<file path="src/design/bavg_pkg.sv">
// ----------------------------------------------------------------------------
// Block average downscaler package
// Shared widths, register indexes, the flag bundle that travels with each
// queued pixel and the per-channel halving average.
// ----------------------------------------------------------------------------
package bavg_pkg;

	localparam int CH_W        = 8;
	localparam int LANES       = 4;
	localparam int PIX_W       = CH_W * LANES;
	localparam int SCALE_REG_W = 7;
	localparam int DIM_REG_W   = 13;
	localparam int MAX_HEIGHT  = 4096;
	localparam int ROW_W       = 12;
	localparam int ADDR_W      = 4;
	localparam int DATA_W      = 32;
	localparam int QUEUE_DEPTH = 2;
	localparam int QPTR_W      = $clog2(QUEUE_DEPTH);
	localparam int QCNT_W      = $clog2(QUEUE_DEPTH + 1);

	localparam logic [1:0] CFG_SCALE  = 2'd0;
	localparam logic [1:0] CFG_WIDTH  = 2'd1;
	localparam logic [1:0] CFG_HEIGHT = 2'd2;

	typedef struct packed {
		logic first;
		logic emit;
		logic row_end;
		logic frame_end;
	} bavg_flags_t;

	localparam int FLAGS_W = $bits(bavg_flags_t);

	// floor((acc + px) / 2) in every channel lane.
	function automatic logic [PIX_W-1:0] avg_px(input logic [PIX_W-1:0] acc,
	                                            input logic [PIX_W-1:0] px);
		logic [CH_W:0]      sum;
		logic [PIX_W-1:0]   res;
		res = '0;
		for (int k = 0; k < LANES; k++) begin
			sum = {1'b0, acc[k*CH_W +: CH_W]} + {1'b0, px[k*CH_W +: CH_W]};
			res[k*CH_W +: CH_W] = sum[CH_W:1];
		end
		return res;
	endfunction

endpackage

</file>
<file path="src/design/bavg_queue.sv">
// ----------------------------------------------------------------------------
// Block average downscaler queue
// Short first-in first-out buffer between the front end and the back end.
// ----------------------------------------------------------------------------
module bavg_queue #(
	parameter int DW = 48
) (
	input  logic          clk,
	input  logic          arst_n,
	input  logic          push,
	input  logic [DW-1:0] push_data,
	output logic          full,
	input  logic          pop,
	output logic          valid,
	output logic [DW-1:0] pop_data
);

	logic [DW-1:0]                entry_q [bavg_pkg::QUEUE_DEPTH];
	logic [bavg_pkg::QPTR_W-1:0]  wr_ptr_q, rd_ptr_q;
	logic [bavg_pkg::QCNT_W-1:0]  count_q;

	assign full     = count_q == bavg_pkg::QCNT_W'(bavg_pkg::QUEUE_DEPTH);
	assign valid    = count_q != '0;
	assign pop_data = entry_q[rd_ptr_q];

	function automatic logic [bavg_pkg::QPTR_W-1:0] next_ptr(
			input logic [bavg_pkg::QPTR_W-1:0] p);
		if (p == bavg_pkg::QPTR_W'(bavg_pkg::QUEUE_DEPTH - 1)) begin
			return '0;
		end
		return p + 1'b1;
	endfunction

	always_ff @(posedge clk) begin
		if (push) begin
			entry_q[wr_ptr_q] <= push_data;
		end
	end

	always_ff @(posedge clk or negedge arst_n) begin
		if (!arst_n) begin
			wr_ptr_q <= '0;
			rd_ptr_q <= '0;
			count_q  <= '0;
		end else begin
			if (push) begin
				wr_ptr_q <= next_ptr(wr_ptr_q);
			end
			if (pop) begin
				rd_ptr_q <= next_ptr(rd_ptr_q);
			end
			if (push && !pop) begin
				count_q <= count_q + 1'b1;
			end else if (pop && !push) begin
				count_q <= count_q - 1'b1;
			end
		end
	end

endmodule

</file>
<file path="config.mk">
export PLATFORM = sky130hd
export DESIGN_NAME = bavg_queue
export DESIGN_NICKNAME = d
export VERILOG_FILES = /design/src/design/bavg_pkg.sv /design/src/design/bavg_queue.sv
export SDC_FILE = /design/constraint.sdc
export NUM_CORES = 1
export LEC_CHECK = 0
export ABC_AREA = 1
export BUFFER_PORTS_ARGS = -buffer_cell sky130_fd_sc_hd__buf_4
export CAP_MARGIN = 20
export CORE_AREA = 4 4 151 80
export CTS_CLUSTER_SIZE = 14
export DETAILED_ROUTE_END_ITERATION = 6
export DIE_AREA = 0 0 155 84
export PLACE_DENSITY = 0.53
export SLEW_MARGIN = 20
export SYNTH_ARGS = -nofsm -noshare
export SYNTH_HDL_FRONTEND = slang
export SYNTH_SLANG_ARGS = --single-unit
</file>
<file path="constraint.sdc">
create_clock -name clk -period 4.9 [get_ports clk]
set_input_delay 0.98 -clock clk [delete_from_list [all_inputs] [get_ports clk]]
set_output_delay 0.98 -clock clk [all_outputs]
set_load 0.01 [all_outputs]
</file>
Yosys cells after proc, flatten, opt, wreduce, memory -nomap -nowiden --
Memory sizes are Yosys's and may differ from the RTL's. Cells that the tools add are included.
Cells by class: reduce and logical (&&, ||, !) cells 6, add/subtract/negate cells 4, muxes and demuxes 12, eq/ne operators 1
Operator list (count):
- 1-bit 2-to-1 mux | 10
- 2-bit 2-to-1 mux | 2
- 2-bit nonzero test | 2
- 1-bit adder (second input constant) | 2
- 2-bit by 1-bit adder with 2-bit output (second input constant) | 1
- 2-bit == test (second input constant) | 1
- 1-bit logical AND | 2
- 1-bit logical NOT | 2
- 2-bit by 1-bit subtractor with 2-bit output (second input constant) | 1
Word-level totals: RAM bits 96, memories kept 1, input bits 52, bits in registers 4, logic and storage cells 27
Memory list:
- entry_q | words 2, width 48, read ports 1, clocked after memory_dff 0, write ports 1, RTL line bavg_queue.sv:18 | logic [DW-1:0] entry_q [bavg_pkg::QUEUE_DEPTH];

Logic depth before layout (Yosys ltp) --
word-level depth 4, mapped depth 7

Worst setup path after synthesis --
No wires, ideal clock.
path kind input-to-reg, start point in push, end point mem entry_q[0][0] (enable), stages 2, arrival time 3.037 ns, setup slack 1.409 ns, path through inv_1 nor2_1
On the way: word-level cells in the longest chain between the ends 2
Ends and longest elaborated chain:
- from (decl) | RTL line bavg_queue.sv:10 | input logic push,
- 1-bit 2-to-1 mux | RTL line bavg_queue.sv:35 | if (push) begin
- 1-bit 2-to-1 mux (implied by the code) | RTL line bavg_queue.sv:36 | entry_q[wr_ptr_q] <= push_data;
- to (decl) | RTL line bavg_queue.sv:18
No other way between the ends.

Final worst setup path --
start point reg rd_ptr_q, end point out pop_data[43]
On the way: word-level cells in the longest chain between the ends 1
Ends and longest elaborated chain:
- from (decl) | RTL line bavg_queue.sv:19 | logic [bavg_pkg::QPTR_W-1:0] wr_ptr_q, rd_ptr_q;
- from (signal assigned) | RTL line bavg_queue.sv:50 | rd_ptr_q <= next_ptr(rd_ptr_q);
- memory 2 x 48 bit
- to (decl) | RTL line bavg_queue.sv:15 | output logic [DW-1:0] pop_data
No other way between the ends.

==> results.sh <==
export IMPL_outcome="finished clean"
export IMPL_cts_resized=0
export IMPL_power_leakage_nw=1.91
export IMPL_cp_required_ps=3920
export IMPL_root_buffer="clkbuf_16"
export IMPL_clkPwrFrac=0.258
export IMPL_grt_pass1_wl_um=11100
export IMPL_yosysWarnings=0
export IMPL_finalNonFillerCells=433
export IMPL_tightest_slew_ps=675
export IMPL_final_cell_mix="buf_4, edfxtp_1, mux2_2"
export IMPL_antenna_found_initial=0
export IMPL_slew_limit_headroom=0.549
export IMPL_worstPathArrival_ps=2140
export IMPL_cts_sinks=100
export IMPL_max_cap_violations=0
export IMPL_fin_skew_ps=4.87
export IMPL_syn_nets=227
export IMPL_p_seq_frac=0.435
export IMPL_die_y_um=84
export IMPL_ant_nets=0
export IMPL_die_w_um=155
export IMPL_port_buffers=101
export IMPL_layout_nets=337
export IMPL_pwr_share_comb=0.308
export IMPL_rows=27
export IMPL_overflow=0
export IMPL_dp_cells=418
export IMPL_postLayoutCoreUtil=0.460
export IMPL_syn_area_um2=3720
export IMPL_endpoint_kind="output pin"
export IMPL_path_clk_slew_ps=60
export IMPL_ir_drop_v=0.000221
export IMPL_synth_seq_cells=100
export IMPL_routabilityCongestion=0.718
export IMPL_grt_max_degree=31
export IMPL_layout_drive_gt1_share=0.583
export IMPL_area_growth_pct=33.4
export IMPL_cts_tree="yes"
export IMPL_rsz0062_at_grt="false"
export IMPL_holdWs_ps=437
export IMPL_post_place_ws_ps=2090
export IMPL_p_switching_uw=761
export IMPL_final_common_cell="buf_4"
export IMPL_ctsHoldBuffers=0
export IMPL_period_share=0.637
export IMPL_post_cts_repair_setup_buffers=0
export IMPL_setup_slack_ps=1780
export IMPL_cts_max_level=3
export IMPL_hold_violations=0
export IMPL_yosys_area_top_type_share=0.776
export IMPL_stdcell_area_um2=4960
export IMPL_vias=1870
export IMPL_grt_pass1_vias=1990
export IMPL_place_area_um2=4650
export IMPL_hp_class="in2async"
export IMPL_grt_use_total=0.117
export IMPL_slew_viol_final=0
export IMPL_synth_cell_type_count=15
export IMPL_fill_cells=956
export IMPL_pin_count=102
export IMPL_drt_pre_antenna_iters=5
export IMPL_dp_hpwl_um=5120
export IMPL_core_region_area_um2=10800
export IMPL_power_density_nw_per_um2=565
export IMPL_n_antenna_cell=0
export IMPL_die_area_um2=13000
export IMPL_drt_iter0_markers=82
export IMPL_cp_max_fo=30
export IMPL_clk_latency_ps=330
export IMPL_drc_errors=0
export IMPL_synthCells=174
export IMPL_timing_setup_tns_ps=0
export IMPL_setup_viol=0
export IMPL_ctsLongestPathBuffers=2
export IMPL_numCtsBuffers=9
export IMPL_crit_path_start_kind="register"
export IMPL_power_mw=2.80
export IMPL_intPower_mw=2.04
export IMPL_syn_mean_instance_area_um2=21.4
export IMPL_yosys_top_cells_area="edfxtp_1, mux2_2, mux2_4"
export IMPL_path_class="reg2out"
export IMPL_viasPerCell=4.32
export IMPL_ys_seq_area_frac=0.803
export IMPL_drt_wirelength_per_cell_um=16.9
export IMPL_start_util=0.345
export IMPL_drt_total_wl_um=7320
export IMPL_p_sw_frac=0.272
export IMPL_synth_top_area_cell="edfxtp_1"
export IMPL_post_route_min_period_ps=3120
export IMPL_fmaxAchievable_mhz=320
[final cells by class]
class	count	area, µm²	share of cell area
clock inverter	6	80.1	0.0162
sequential	100	2980	0.602
multi-input combinational	62	666	0.134
tap	145	181	0.0366
timing repair buffer	104	793	0.160
inverter	7	26.3	0.00530
clock buffer	9	225	0.0454
[state kept, by name, summed over array words and instances, names as in the netlist]
| register | flops |
|---|---|
| count_q | 2 |
| entry_q | 96 |
| rd_ptr_q | 1 |
| wr_ptr_q | 1 |
[critical path: stages (launching register included)]
cell,delay [ps]
dfrtp_2,730
buf_4,490
mux2_2,420
buf_4,150
[logic make-up (layout without fill, tap and decap cells)]
group / after synthesis / in the layout / synth area share
flops: 100 / 100 / 0.803
simple gates: 10 / 10 / 0.0111
xor+xnor: 3 / 3 / 0.00707
mux: 48 / 48 / 0.156
buf+inv: 12 / 126 / 0.0202
fa+ha+maj: 1 / 1 / 0.00337
[worst paths after layout]
path	startpoint	endpoint	slack (ps)	depth (start not counted)
hold reg to reg	count_q[1]	count_q[1]	470	2
setup reg to reg	wr_ptr_q	entry_q[0][42]	3080	2
max in group asynchronous	arst_n	rd_ptr_q	4340	1
hold / removal	arst_n	count_q[0]	440	1
setup / recovery	rd_ptr_q	pop_data[43]	1780	3
min in group clk	count_q[1]	count_q[1]	470	2
[Yosys cell counts]
| library cell | number |
|---|---|
| mux2_4 | 10 |
| buf_8 | 1 |
| nor2_1 | 2 |
| edfxtp_1 | 96 |
| nand4_1 | 1 |
| ha_1 | 1 |
| nand3_1 | 1 |
| buf_4 | 3 |
| mux2_2 | 38 |
| buf_6 | 1 |
| nand2_1 | 6 |
| xor2_1 | 2 |
| inv_1 | 7 |
| xnor2_1 | 1 |
| dfrtp_1 | 4 |
[layer usage]
| layer | global-route usage | wire, µm | vias up |
|---|---|---|---|
| met2 | 0.147 | 2800 | 75 |
| met1 | 0.169 | 3680 | 903 |
| met4 | 0.0264 | 19 | 0 |
| li1 | - | - | 886 |
| met5 | 0 | 0 | - |
| met3 | 0.0725 | 822 | 6 |
[power groups by stage]
stage / registers [mW] / logic (mW) / clock network [mW]
global route: 1.23 / 0.935 / 0.791
detailed placement: 1.24 / 0.882 / 0
global placement: 1.24 / 0.869 / 0
finish: 1.22 / 0.862 / 0.722
floorplan: 1.19 / 0.523 / 0
CTS: 1.22 / 0.886 / 0.742
Note: power is estimated with default switching activity, not from simulation.
