===== src/design/bavg_pkg.sv =====
// ----------------------------------------------------------------------------
// Block average downscaler package
// Shared widths, register indexes, the flag bundle that travels with each
// queued pixel and the per-channel halving average.
// ----------------------------------------------------------------------------
package bavg_pkg;

	localparam int CH_W        = 8;
	localparam int LANES       = 4;
	localparam int PIX_W       = CH_W * LANES;
	localparam int SCALE_REG_W = 7;
	localparam int DIM_REG_W   = 13;
	localparam int MAX_HEIGHT  = 4096;
	localparam int ROW_W       = 12;
	localparam int ADDR_W      = 4;
	localparam int DATA_W      = 32;
	localparam int QUEUE_DEPTH = 2;
	localparam int QPTR_W      = $clog2(QUEUE_DEPTH);
	localparam int QCNT_W      = $clog2(QUEUE_DEPTH + 1);

	localparam logic [1:0] CFG_SCALE  = 2'd0;
	localparam logic [1:0] CFG_WIDTH  = 2'd1;
	localparam logic [1:0] CFG_HEIGHT = 2'd2;

	typedef struct packed {
		logic first;
		logic emit;
		logic row_end;
		logic frame_end;
	} bavg_flags_t;

	localparam int FLAGS_W = $bits(bavg_flags_t);

	// floor((acc + px) / 2) in every channel lane.
	function automatic logic [PIX_W-1:0] avg_px(input logic [PIX_W-1:0] acc,
	                                            input logic [PIX_W-1:0] px);
		logic [CH_W:0]      sum;
		logic [PIX_W-1:0]   res;
		res = '0;
		for (int k = 0; k < LANES; k++) begin
			sum = {1'b0, acc[k*CH_W +: CH_W]} + {1'b0, px[k*CH_W +: CH_W]};
			res[k*CH_W +: CH_W] = sum[CH_W:1];
		end
		return res;
	endfunction

endpackage


===== src/design/bavg_front.sv =====
// ----------------------------------------------------------------------------
// Block average downscaler front end
// Tracks the raster position of each accepted pixel and tags it with its
// accumulator column and its first, emit, row end and frame end flags.
// ----------------------------------------------------------------------------
module bavg_front #(
	parameter int MAX_WIDTH = 4096,
	parameter int MAX_SCALE = 64
) (
	input  logic                                clk,
	input  logic                                arst_n,
	input  logic [bavg_pkg::SCALE_REG_W-1:0]    scale_reg,
	input  logic [bavg_pkg::DIM_REG_W-1:0]      width_reg,
	input  logic [bavg_pkg::DIM_REG_W-1:0]      height_reg,
	input  logic                                push,
	output bavg_pkg::bavg_flags_t               flags,
	output logic [$clog2(MAX_WIDTH)-1:0]        oc
);

	localparam int CW  = $clog2(MAX_WIDTH);
	localparam int SW  = (MAX_SCALE > 1) ? $clog2(MAX_SCALE) : 1;
	localparam int XW  = ($clog2(MAX_WIDTH + 1) > bavg_pkg::DIM_REG_W) ?
	                     $clog2(MAX_WIDTH + 1) : bavg_pkg::DIM_REG_W;
	localparam int XS  = ($clog2(MAX_SCALE + 1) > bavg_pkg::SCALE_REG_W) ?
	                     $clog2(MAX_SCALE + 1) : bavg_pkg::SCALE_REG_W;
	localparam int HW  = bavg_pkg::DIM_REG_W;

	logic [CW-1:0]               src_col_q;
	logic [CW-1:0]               out_col_q;
	logic [bavg_pkg::ROW_W-1:0]  src_row_q;
	logic [SW-1:0]               col_blk_q;
	logic [SW-1:0]               row_blk_q;

	logic [XW-1:0] w_reg_x, w_lim;
	logic [XS-1:0] s_reg_x, s_lim;
	logic [HW-1:0] h_lim;
	logic          last_col, last_row, blk_col_end, blk_row_end;

	// Registers that read zero act as one; oversized values saturate.
	always_comb begin
		w_reg_x = XW'(width_reg);
		s_reg_x = XS'(scale_reg);
		if (width_reg == '0) begin
			w_lim = XW'(1);
		end else if (w_reg_x > XW'(MAX_WIDTH)) begin
			w_lim = XW'(MAX_WIDTH);
		end else begin
			w_lim = w_reg_x;
		end
		if (scale_reg == '0) begin
			s_lim = XS'(1);
		end else if (s_reg_x > XS'(MAX_SCALE)) begin
			s_lim = XS'(MAX_SCALE);
		end else begin
			s_lim = s_reg_x;
		end
		if (height_reg == '0) begin
			h_lim = HW'(1);
		end else if (height_reg > HW'(bavg_pkg::MAX_HEIGHT)) begin
			h_lim = HW'(bavg_pkg::MAX_HEIGHT);
		end else begin
			h_lim = height_reg;
		end
	end

	assign last_col    = XW'(src_col_q) >= (w_lim - XW'(1));
	assign last_row    = HW'(src_row_q) >= (h_lim - HW'(1));
	assign blk_col_end = XS'(col_blk_q) >= (s_lim - XS'(1));
	assign blk_row_end = XS'(row_blk_q) >= (s_lim - XS'(1));

	assign oc              = out_col_q;
	assign flags.first     = (col_blk_q == '0) && (row_blk_q == '0);
	assign flags.emit      = (blk_col_end || last_col) && (blk_row_end || last_row);
	assign flags.row_end   = last_col;
	assign flags.frame_end = last_col && last_row;

	always_ff @(posedge clk or negedge arst_n) begin
		if (!arst_n) begin
			src_col_q <= '0;
			out_col_q <= '0;
			src_row_q <= '0;
			col_blk_q <= '0;
			row_blk_q <= '0;
		end else if (push) begin
			if (last_col) begin
				src_col_q <= '0;
				col_blk_q <= '0;
				out_col_q <= '0;
				if (last_row) begin
					src_row_q <= '0;
					row_blk_q <= '0;
				end else begin
					src_row_q <= src_row_q + 1'b1;
					row_blk_q <= blk_row_end ? '0 : row_blk_q + 1'b1;
				end
			end else begin
				src_col_q <= src_col_q + 1'b1;
				if (blk_col_end) begin
					col_blk_q <= '0;
					out_col_q <= out_col_q + 1'b1;
				end else begin
					col_blk_q <= col_blk_q + 1'b1;
				end
			end
		end
	end

endmodule


===== config.mk =====
export PLATFORM = sky130hd
export DESIGN_NAME = bavg_front
export DESIGN_NICKNAME = d
export VERILOG_FILES = /design/src/design/bavg_pkg.sv /design/src/design/bavg_front.sv
export SDC_FILE = /design/constraint.sdc
export NUM_CORES = 1
export LEC_CHECK = 0
export ABC_AREA = 1
export BUFFER_PORTS_ARGS = -buffer_cell sky130_fd_sc_hd__buf_2
export CAP_MARGIN = 20
export CORE_MARGIN = 2
export CORE_UTILIZATION = 60
export CTS_CLUSTER_DIAMETER = 30
export DETAILED_ROUTE_END_ITERATION = 12
export PLACE_DENSITY = 0.81
export SYNTH_ARGS = -nofsm -noshare
export SYNTH_HDL_FRONTEND = slang
export SYNTH_SLANG_ARGS = --single-unit
export TNS_END_PERCENT = 20

===== constraint.sdc =====
create_clock -name clk -period 6.6 [get_ports clk]
set_input_delay 1.65 -clock clk [delete_from_list [all_inputs] [get_ports clk]]
set_output_delay 1.65 -clock clk [all_outputs]
set_load 0.005 [all_outputs]

* Yosys cells after proc, flatten, opt, wreduce, memory -nomap -nowiden
Cells that the tools add are included.
** Word-level totals
- Flip-flop bits (word level) :: 48
- Output and inout port bits :: 16
** Operators by class
- Reduce and logical (&&, ||, !) cells :: 13
- Add/sub/neg operators :: 8
- Multiplexer cells :: 14
- Magnitude comparators :: 7
** Operators with widths (number)
- two-way mux 13 bit :: 4
- two-way mux 12 bit :: 4
- adder 12 x 1 -> 12 bit (second input constant) :: 3
- >= comparator 12 x 13 -> 1 bit :: 2
- > comparator 13 bit (second input constant) :: 2
- logical NOT 13 bit :: 2
- subtractor 13 x 1 -> 13 bit (second input constant) :: 2
- two-way mux 6 bit :: 4
- >= comparator 6 x 7 -> 1 bit :: 2
- two-way mux 7 bit :: 2
- adder 6 x 1 -> 6 bit (second input constant) :: 2
- logical NOT 6 bit :: 2
- > comparator 7 bit (second input constant) :: 1
- logical NOT 7 bit :: 1
- subtractor 7 x 1 -> 7 bit (second input constant) :: 1
- AND reduction 2 bit :: 2
- logical AND 1 bit :: 3
- logical OR 1 bit :: 2
- nonzero test 2 bit :: 1

* Depth between registers and ports, before layout
Gate-level depths: netlist of the first run.
- Depth in word-level cells :: 7
- Mapped depth :: 30
- Depth with buffers taken out :: 28

* Worst setup path after synthesis of the first run
No wires, ideal clock.
- Kind :: input-to-output
- Start :: in width_reg[9] in the netlist's numbering
- End :: out flags[0] in the netlist's numbering
- Setup slack :: 0.748 ns
- Path buffers :: 2
- Arrival time :: 4.202 ns
- Stages :: 25
- Cell sequence :: inv_1 -> nand2_1 -> nor3_1 -> nand2_1 -> nand2_1 -> buf_2 -> o21ai_2 -> ha_1 -> nand2_1 -> nor2_1 -> xor2_1 -> ha_1 -> nand2_1 -> nor2_1 -> nand2_1 -> nand2_1 -> nor2_1 -> nand2_1 -> nand2_1 -> nand2_1 -> nand2_1 -> nand2_1 -> nand2_8 -> buf_2 -> nor2_1
** RTL lines
- start, declared :: RTL line bavg_front.sv:13 : input logic [bavg_pkg::DIM_REG_W-1:0] width_reg,
- end, declared :: RTL line bavg_front.sv:16 : output bavg_pkg::bavg_flags_t flags,

==> results of run 1 <==
-- routing by layer --
layer	wire length [um]	global-route usage	share of wire
met1	4555	0.3139	0.47
met4	94	0.04602	0.0097
met5	0	0	0
met3	311	0.03369	0.032
met2	4764	0.4332	0.49
-- area by class of cell --
type	instances	area, um^2
multi-input combinational	504	2987
fill	673	2564
sequential	48	1201
inverter	98	375.4
timing repair buffer	54	277.8
tap	102	127.6
clock buffer	5	68.82
clock inverter	3	46.29
-- worst max-delay path by stage --
stage / slack [ns] / depth (start not counted) / to / from
6_report: 0.33 / 27 / flags[2] / width_reg[2]
5_1_grt: 0.009 / 27 / flags[2] / width_reg[2]
4_1_cts: 0.17 / 27 / flags[2] / width_reg[9]
3_5_place_dp: 0.18 / 27 / flags[2] / width_reg[9]
3_3_place_gp: 0.35 / 27 / flags[2] / width_reg[6]
2_1_floorplan: 0.75 / 25 / flags[0] / width_reg[9]
-- repair_timing --
item,4_1_cts,5_1_grt
buffers inserted,0,0
endpoints found under the hold margin,0,0
gates resized for setup,0,3
endpoints found under the setup margin,0,2
-- sequential cells by signal, indices dropped and copies added (netlist names) --
| signal | cells |
|---|---|
| src_col_q | 12 |
| src_row_q | 12 |
| oc | 12 |
| row_blk_q | 6 |
| col_blk_q | 6 |
-- critical path: cells and delay by family --
family,cells,cell delay (ns)
adders and majority gates,2,0.52
and+or+nand+nor,18,1.61
xor gates and xnor gates,1,0.17
AOI/OAI and AO/OA,2,0.35
buffers and inverters,4,0.31
-- cell usage in the layout, fill, tap and decap left out, types with 6 or more instances in the layout --
cell	netlist	layout
nor2_1	64	64
inv_1	88	88
nand3_1	50	50
dfrtp_1	48	48
buf_2	6	51
nor3_1	6	6
nand3_2	10	10
nand2_1	176	174
inv_2	8	8
nand4_1	21	21
nand2_2	23	24
ha_1	46	46
o21ai_0	17	17
a21oi_1	16	16
xor2_1	28	28
xnor2_1	19	19
-- report_power, final --
group	internal, mW	switching [mW]	total [mW]
Sequential	0.356	0.0847	0.440
Combinational	0.194	0.287	0.480
Clock	0.114	0.108	0.223
-- cells by family after synthesis --
group           Yosys count  synth area share
compound gates           45           0.05601
fa+ha+maj                46            0.1233
simple gates            366            0.3700
buf+inv                 112            0.1053
flops                    48            0.2572
xor+xnor                 47           0.08816
==> reports/metrics.yaml, run 1 <==
start_util: 0.6106
hold_path_depth: 2
holdPathEnd: "oc[11]"
num_vias: 4271
reg2regPathDepth: 16
status: "finished clean"
finalSetupViolCount: 0
numCtsBuffers: 5
grt_pass1_wl_um: 17330
firstDrtPassIters: 4
worstSetupStartpointType: "input port"
grt_pass1_vias: 4095
hold_viol: 0
area_growth_pct: 8.869
rsz0062_at_grt: "false"
max_freq_ghz: 0.1596
required_ns: 4.95
first_iter_violations: 186
power.leakage_nw: 2.882
drc: 0
clk_latency_ns: 0.31
drt_wl_total_um: 9725
r2r-end: "src_row_q[5]"
cts_max_level: 2
min_from: "oc[11]"
syn_area_um2: 4669
critPathMostFrequentCell: "nand2_1"
skew_ns: 0.01183
synth_flop_cell: "dfrtp_1"
slowest_delay_ns: 0.26
placed_area_um2: 4959
setup_ws_ns: 0.3341
syn_nets: 746
synth_most_common_cell: "nand2_1"
vias_per_cell: 5.247
peakVddDrop_v: 0.0001747
dp.cells: 806
utilization: 0.6648
cp-end-kind: "output pin"
final_cells: 814
fin_area_um2: 5084
die_w_um: 92.22
synthTopCellsByArea: "dfrtp_1, nand2_1, ha_1"
setup_tns_ns: 0
synth_seq_cells: 48
port_buffers: 51
maxCapViolations: 0
antenna_found_initial: 0
dieHeight_um: 92.22
root_buffer: "clkbuf_8"
synth-async-reset-ratio: 1.000
ant_nets: 0
maxSlewHeadroom: 0.5466
cts_tree: "built"
fin_crit_sh: 0.9494
synth_edf_count: 0
yosysTopAreaCell: "dfrtp_1"
synth-seq-area-share: 0.2572
drv_slew: 0
worst_path_max_delay_cell: "ha_1"
synth_cell_types: 38
num_antenna_cells: 0
drive_gt1_frac: 0.1728
clkTransAtPathRegs_ns: 0.10
yosysWarnings: 0
synth_common_cells: "nand2_1, inv_1, nor2_1"
gr-total-overflow: 0
p_per_area_nw_per_um2: 225.0
finalNetCount: 793
grt_max_degree: 49
dpl.hpwl_um: 7489
dpl_worst_slack_ns: 0.1840
design_power_total_mw: 1.144
cts_sinks: 48
wire_per_inst_um: 11.95
clock_path_buffers: 2
period_needed_ns: 6.266
holdBufCountCts: 0
rows: 32
whs_ns: 0.5405
r2r_slack_ns: 4.40
core_area_um2: 7647
dieArea_um2: 8505
r2r-start: "src_col_q[1]"
synth.avg_cell_area_um2: 7.032
io_pins: 52
arrival_ns: 4.62
crit_type: "input port to output pin"
cp_max_fo: 18
hold_path.class: "register to register"
place_congestion: 0.8599
worst_pin_slew_ns: 0.6714
synth_top_area_share: 0.2572
syn-instance-count: 664
grt.total_usage: 0.2423
Power figures use the tool's default switching activity.
==> run 2, diff against run 1 <==
- ABC_AREA: 1 -> unset
- CORE_UTILIZATION: 60 -> 59
==> reports/metrics.yaml, run 2 <==
status: "finished clean"
syn_area_um2: 4140  # -11%
synth_cell_types: 67  # +76%
ant_nets: 0  # unchanged
skew_ns: 0.01430  # +0.002471 ns
worst_pin_slew_ns: 0.8199  # +0.1485 ns
arrival_ns: 4.74  # +0.12 ns
area_growth_pct: 14.38
drt_wl_total_um: 9725  # unchanged
worstPathCellList: "buf_2 > or4_4 > nor3_4 > a21oi_1 > or2_4 > ha_4 > o21ai_4 > nor2_2 > a31oi_1 > o21ai_1 > ha_1 > nand4_1 > o211ai_1 > a211oi_2 > a211o_1 > a21oi_1 > buf_2"
holdPathEnd: "row_blk_q[0]"
synth_most_common_cell: "nor2_1"
final_common_cell: "buf_2"
clock_path_buffers: 2  # unchanged
root_buffer: "clkbuf_8"
worst_path_max_delay_cell: "or4_4"
grt_pass1_wl_um: 16130  # -6.9%
syn_nets: 567  # -24%
slowest_delay_ns: 0.53  # +0.27 ns
cp-end-kind: "output pin"
clk_latency_ns: 0.31  # about the same
power.leakage_nw: 2.141  # -26%
min_from: "row_blk_q[0]"
synth.avg_cell_area_um2: 8.537  # +21%
io_pins: 52  # unchanged
period_needed_ns: 6.393  # +0.1276 ns
fillCellCount: 528  # -22%
die_w_um: 87.77  # -4.8%
synth_top_area_share: 0.2901  # +0.03288
dieArea_um2: 7704  # -9.4%
fin_area_um2: 4736  # -6.8%
cts_tree: "built"
port_buffers: 51  # unchanged
max_freq_ghz: 0.1564  # -2.0%
firstDrtPassIters: 7  # +3
numCtsBuffers: 5  # unchanged
dpl_worst_slack_ns: -0.06573  # -0.2498 ns
fin_crit_sh: 0.9687  # +0.01933
hold_path_depth: 1  # -1
synth_edf_count: 0  # unchanged
ff_latch_area_um2: 1201  # unchanged
rows: 30  # -6.3%
reg2regPathDepth: 7  # -9
multi_input_area_um2: 2863  # -4.1%
place_congestion: 0.8800  # +2.3%
p_per_area_nw_per_um2: 196.6  # -13%
synth_flop_cell: "dfrtp_1"
wire_per_inst_um: 15.15  # +27%
final_cell_mix: "buf_2, nor2_1, dfrtp_1"
maxSlewHeadroom: 0.4514  # -0.09516
maxCapViolations: 0  # unchanged
start_util: 0.6094  # -0.001210
vias_per_cell: 6.114  # +17%
synth_top_family_by_area: "simple AND/OR/NAND/NOR gates"
synth-async-reset-ratio: 1.000  # unchanged
placed_area_um2: 4546  # -8.3%
antenna_found_initial: 0  # unchanged
num_antenna_cells: 0  # unchanged
gr-total-overflow: 0  # unchanged
grt_pass1_vias: 3619  # -12%
synth_common_cells: "nor2_1, dfrtp_1, ha_1"
num_vias: 3925  # -8.1%
cp_num_buf_inv: 2  # -2
clkTransAtPathRegs_ns: 0.08  # -0.02 ns
synthTopCellsByArea: "dfrtp_1, ha_1, nor2_1"
hold_path.class: "register to register"
startpoint: "height_reg[5]"
r2r-end: "src_row_q[0]"
synth_seq_cells: 48  # unchanged
synth_fa_ha_area_frac: 0.1390  # +0.01576
yosysWarnings: 0  # unchanged
drc: 0  # unchanged
synth-xor-area-share: 0.03385  # -0.05431
drive_gt1_frac: 0.1850  # +0.01223
r2r_slack_ns: 3.98  # -0.42 ns
crit_type: "input port to output pin"
dpl.hpwl_um: 7438  # -0.67%
yosys.area_share.simple: 0.2614  # -0.1086
finalNetCount: 627  # -21%
grt.total_usage: 0.2597  # +0.01745
cts_max_level: 2  # unchanged
rsz0062_at_grt: "false"
critical_path.top_delay_family: "compound AO/OA/AOI/OAI gates"
hold_viol: 0  # unchanged
core_area_um2: 6794  # -11%
drv_slew: 0  # unchanged
synth-compound-area-share: 0.2348  # +0.1788
dieHeight_um: 87.77  # -4.8%
first_iter_violations: 225  # +21%
setup_ws_ns: 0.2065  # -0.1276 ns
synthMuxAreaShare: 0.009973  # +0.009973
cp_max_fo: 7  # -11
worstSetupStartpointType: "input port"
grt_max_degree: 49  # unchanged
yosysTopAreaCell: "dfrtp_1"
cts_sinks: 48  # unchanged
r2r-start: "src_col_q[10]"
synth-seq-area-share: 0.2901  # +0.03288
syn-instance-count: 485  # -27%
required_ns: 4.95  # about the same
finalSetupViolCount: 0  # unchanged
design_power_total_mw: 0.9312  # -19%
peakVddDrop_v: 0.0001490  # -15%
## run 2: changes by cell type after synthesis, sizes merged, moves of 13 or more
cell / previous run / this run
nand2: 203 / 33
inv: 98 / 18
nand3: 60 / 22
xor2: 28 / 7
nor2: 68 / 50
nor2b: 0 / 18
o21ai: 22 / 36
nand4: 21 / 8
nor3: 8 / 21
## run 2: layout make-up
type / count / share of cell area
clock buffer: 5 / 0.01453
clock inverter: 3 / 0.008983
inverter: 18 / 0.01427
multi-input combinational: 407 / 0.6045
sequential: 48 / 0.2536
tap: 96 / 0.02536
timing repair buffer: 65 / 0.07873
## run 2: kinds of logic (layout without fill, tap and decap cells)
| family | Yosys count | after routing |
|---|---|---|
| AO/OA/AOI/OAI | 140 | 140 |
| XOR/XNOR | 16 | 16 |
| adder cells (fa/ha/maj) | 46 | 46 |
| buffers and inverters | 30 | 91 |
| flip-flops | 48 | 48 |
| multiplexers | 4 | 4 |
| AND/OR/NAND/NOR | 201 | 201 |
## run 2: routing by layer
metal	up-vias	GRT usage	share of wire
li1	1937	-	-
met1	1859	0.3444	0.44
met2	115	0.4442	0.50
met3	14	0.03864	0.048
met4	0	0.06993	0.011
met5	-	0	0
## run 2: worst register-to-register path, delay by kind of cell (launching register included)
kind	cells	cell delay (ns)
multiplexers	1	0.29
AND/OR/NAND/NOR	2	0.94
adder cells (fa/ha/maj)	1	0.31
AO/OA/AOI/OAI	3	0.60
flip-flops	1	0.42
## run 2: power breakdown
part,internal (mW),switching [mW]
clock,0.112,0.101
combinational,0.147,0.177
sequential,0.336,0.0570
total,0.596,0.336
## run 2: per-stage QoR
step	util	cells	hold WS, ns	setup TNS (ns)
finish	0.6971	642	0.5551	0
global route	0.6971	642	0.5979	0
CTS	0.6880	640	0.5590	0
detailed placement	0.6691	632	0.5436	-0.08528
global placement	0.6691	632	0.5322	0
floorplan	-	485	0.4984	0
## run 2: repair_timing
| item | in CTS | in global routing |
|---|---|---|
| resized for setup | 3 | 10 |
| endpoints found under the setup margin | 3 | 3 |
| hold buffers | 0 | 0 |
| buffers inserted | 0 | 1 |
| endpoints found under the hold margin | 0 | 0 |
| pin swaps | 0 | 7 |
## run 2: worst max-delay path by stage
stage	to	slack [ns]	cells after the start
after floorplan	flags[2]	0.23	16
after global placement	flags[2]	0.06	17
after detailed placement	flags[2]	-0.07	16
after CTS	flags[2]	0.01	17
after global routing	flags[2]	0.004	17
final	flags[2]	0.21	17
==> run 3, diff against run 2 <==
- ABC_AREA: unset -> 1
- CORE_UTILIZATION: 59 -> 60
- REMOVE_ABC_BUFFERS: unset -> 1
==> reports/metrics.yaml, run 3 (synthesis gave the netlist of run 1 again) <==
vias_per_cell: 5.258  # -14%
numCtsBuffers: 5  # unchanged
fin_crit_sh: 0.9447  # -0.02398
hold_path.class: "register to register"
worst_path_max_delay_cell: "ha_1"
wl_met1_um: 4426  # +4.1%
period_needed_ns: 6.235  # -0.1583 ns
area_growth_pct: 8.655
cp_max_fo: 18  # +11
final_cells: 814  # +27%
intPower_mw: 0.6617  # +11%
top_layer_used: "met4"
cp_num_buf_inv: 4  # +2
finalNetCount: 793  # +26%
drive_gt1_frac: 0.1728  # -0.01223
grt.total_usage: 0.2419  # -0.01785
port_buffers: 51  # unchanged
critPathMostFrequentCell: "nand2_1"
ff_latch_area_um2: 1201  # unchanged
cts_max_level: 2  # unchanged
seqPwrFrac: 0.390  # -0.032
io_pins: 52  # unchanged
wire_per_inst_um: 11.96  # -21%
cp-end-kind: "output pin"
final_common_cell: "nand2_1"
dieArea_um2: 8505  # +10%
cts_sinks: 48  # unchanged
setup_tns_ns: 0  # unchanged
maxSlewHeadroom: 0.4904  # +0.03898
ant_nets: 0  # unchanged
finalSetupViolCount: 0  # unchanged
placed_area_um2: 4959  # +9.1%
p_sw_mw: 0.4653  # +39%
first_iter_violations: 140  # -38%
num_vias: 4280  # +9.0%
drc: 0  # unchanged
root_buffer: "clkbuf_8"
cts_tree: "built"
hold_viol: 0  # unchanged
clock_path_buffers: 2  # unchanged
skew_ns: 0.01003  # -0.004267 ns
gr-total-overflow: 0  # unchanged
status: "finished clean"
required_ns: 4.95  # about the same
final_cell_mix: "nand2_1, inv_1, nor2_1"
postCtsSetupRepairBufs: 0  # unchanged
peakVddDrop_v: 0.0001319  # -11%
die_w_um: 92.22  # +5.1%
arrival_ns: 4.59  # -0.15 ns
place_congestion: 0.8820  # +0.23%
worst_pin_slew_ns: 0.7546  # -0.06531 ns
grt_max_degree: 49  # unchanged
crit_type: "input port to output pin"
clk_latency_ns: 0.31  # about the same
slowest_delay_ns: 0.27  # -0.26 ns
fin_area_um2: 5074  # +7.1%
num_antenna_cells: 0  # unchanged
clockPowerShare: 0.189  # -0.040
firstDrtPassIters: 5  # -2
dpl_worst_slack_ns: 0.3440  # +0.4097 ns
dieHeight_um: 92.22  # +5.1%
antenna_found_initial: 0  # unchanged
maxCapViolations: 0  # unchanged
p_sw_frac: 0.4129  # +0.05239
fillCellCount: 676  # +28%
combPwrFrac: 0.422  # +0.074
rows: 32  # +6.7%
grt_pass1_vias: 4119  # +14%
drv_slew: 0  # unchanged
met3_length_um: 251  # -46%
drt_wl_total_um: 9732  # about the same
start_util: 0.6106  # +0.001210
design_power_total_mw: 1.127  # +21%
worstSetupStartpointType: "input port"
max_freq_ghz: 0.1604  # +2.5%
rsz0062_at_grt: "false"
p_per_area_nw_per_um2: 222.1  # +13%
setup_ws_ns: 0.3648  # +0.1583 ns
clkTransAtPathRegs_ns: 0.09  # about the same
core_area_um2: 7647  # +13%
critical_path.top_delay_family: "simple AND/OR/NAND/NOR gates"
dpl.hpwl_um: 7464  # +0.35%
dp.cells: 806  # +28%
power.leakage_nw: 2.879  # +34%
met2WireLength_um: 4882  # -0.41%
multi_input_area_um2: 2984  # +4.2%
grt_pass1_wl_um: 17110  # +6.0%
## run 3: routing by layer
| metal | vias up | global-route usage |
|---|---|---|
| met4 | 0 | 0.07960 |
| met3 | 11 | 0.02465 |
| met2 | 63 | 0.4473 |
| li1 | 2219 | - |
| met5 | - | 0 |
| met1 | 1987 | 0.2926 |
## run 3: repair_timing
item                       CTS  global route
resized for setup            0             3
setup endpoints to repair    0             2
hold buffers                 0             0
## run 3: power by group through the flow
stage / clock (mW) / combinational, mW / sequential, mW
after global routing: 0.228 / 0.559 / 0.451
after global placement: 0 / 0.451 / 0.440
after CTS: 0.214 / 0.480 / 0.439
after floorplan: 0 / 0.364 / 0.422
final: 0.213 / 0.475 / 0.439
after detailed placement: 0 / 0.476 / 0.444
## run 3: worst min-delay path, cell delays in order, from the launching register on
cell,delay [ns]
dfrtp_1,0.40
nand2_2,0.06
nand2_1,0.05
## run 3: path summary, 6_finish.rpt
path                               from            end  slack, ns  cells past startpoint
setup reg to reg           src_col_q[1]   src_row_q[4]       4.42                     16
min in group asynchronous        arst_n   row_blk_q[1]       1.44                      2
hold reg to reg                  oc[11]         oc[11]       0.54                      2
max in group asynchronous        arst_n  src_row_q[10]       4.75                      2
hold / removal                   oc[11]         oc[11]       0.54                      2
setup / recovery           width_reg[2]       flags[2]       0.36                     27
## run 3: per-stage QoR
step	hold WS (ns)	utilization
finish	0.5410	0.6634
global route	0.5735	0.6634
CTS	0.5478	0.6625
detailed placement	0.5238	0.6484
global placement	0.5146	0.6484
floorplan	0.5018	-
## run 3: final cells by class
class | count | share of cell area
repair buffers | 54 | 0.05475
clock inverters | 2 | 0.006905
inverters | 98 | 0.07398
multi-input cells | 504 | 0.5882
clock buffers | 6 | 0.01430
well taps | 102 | 0.02515
flip-flops and latches | 48 | 0.2367
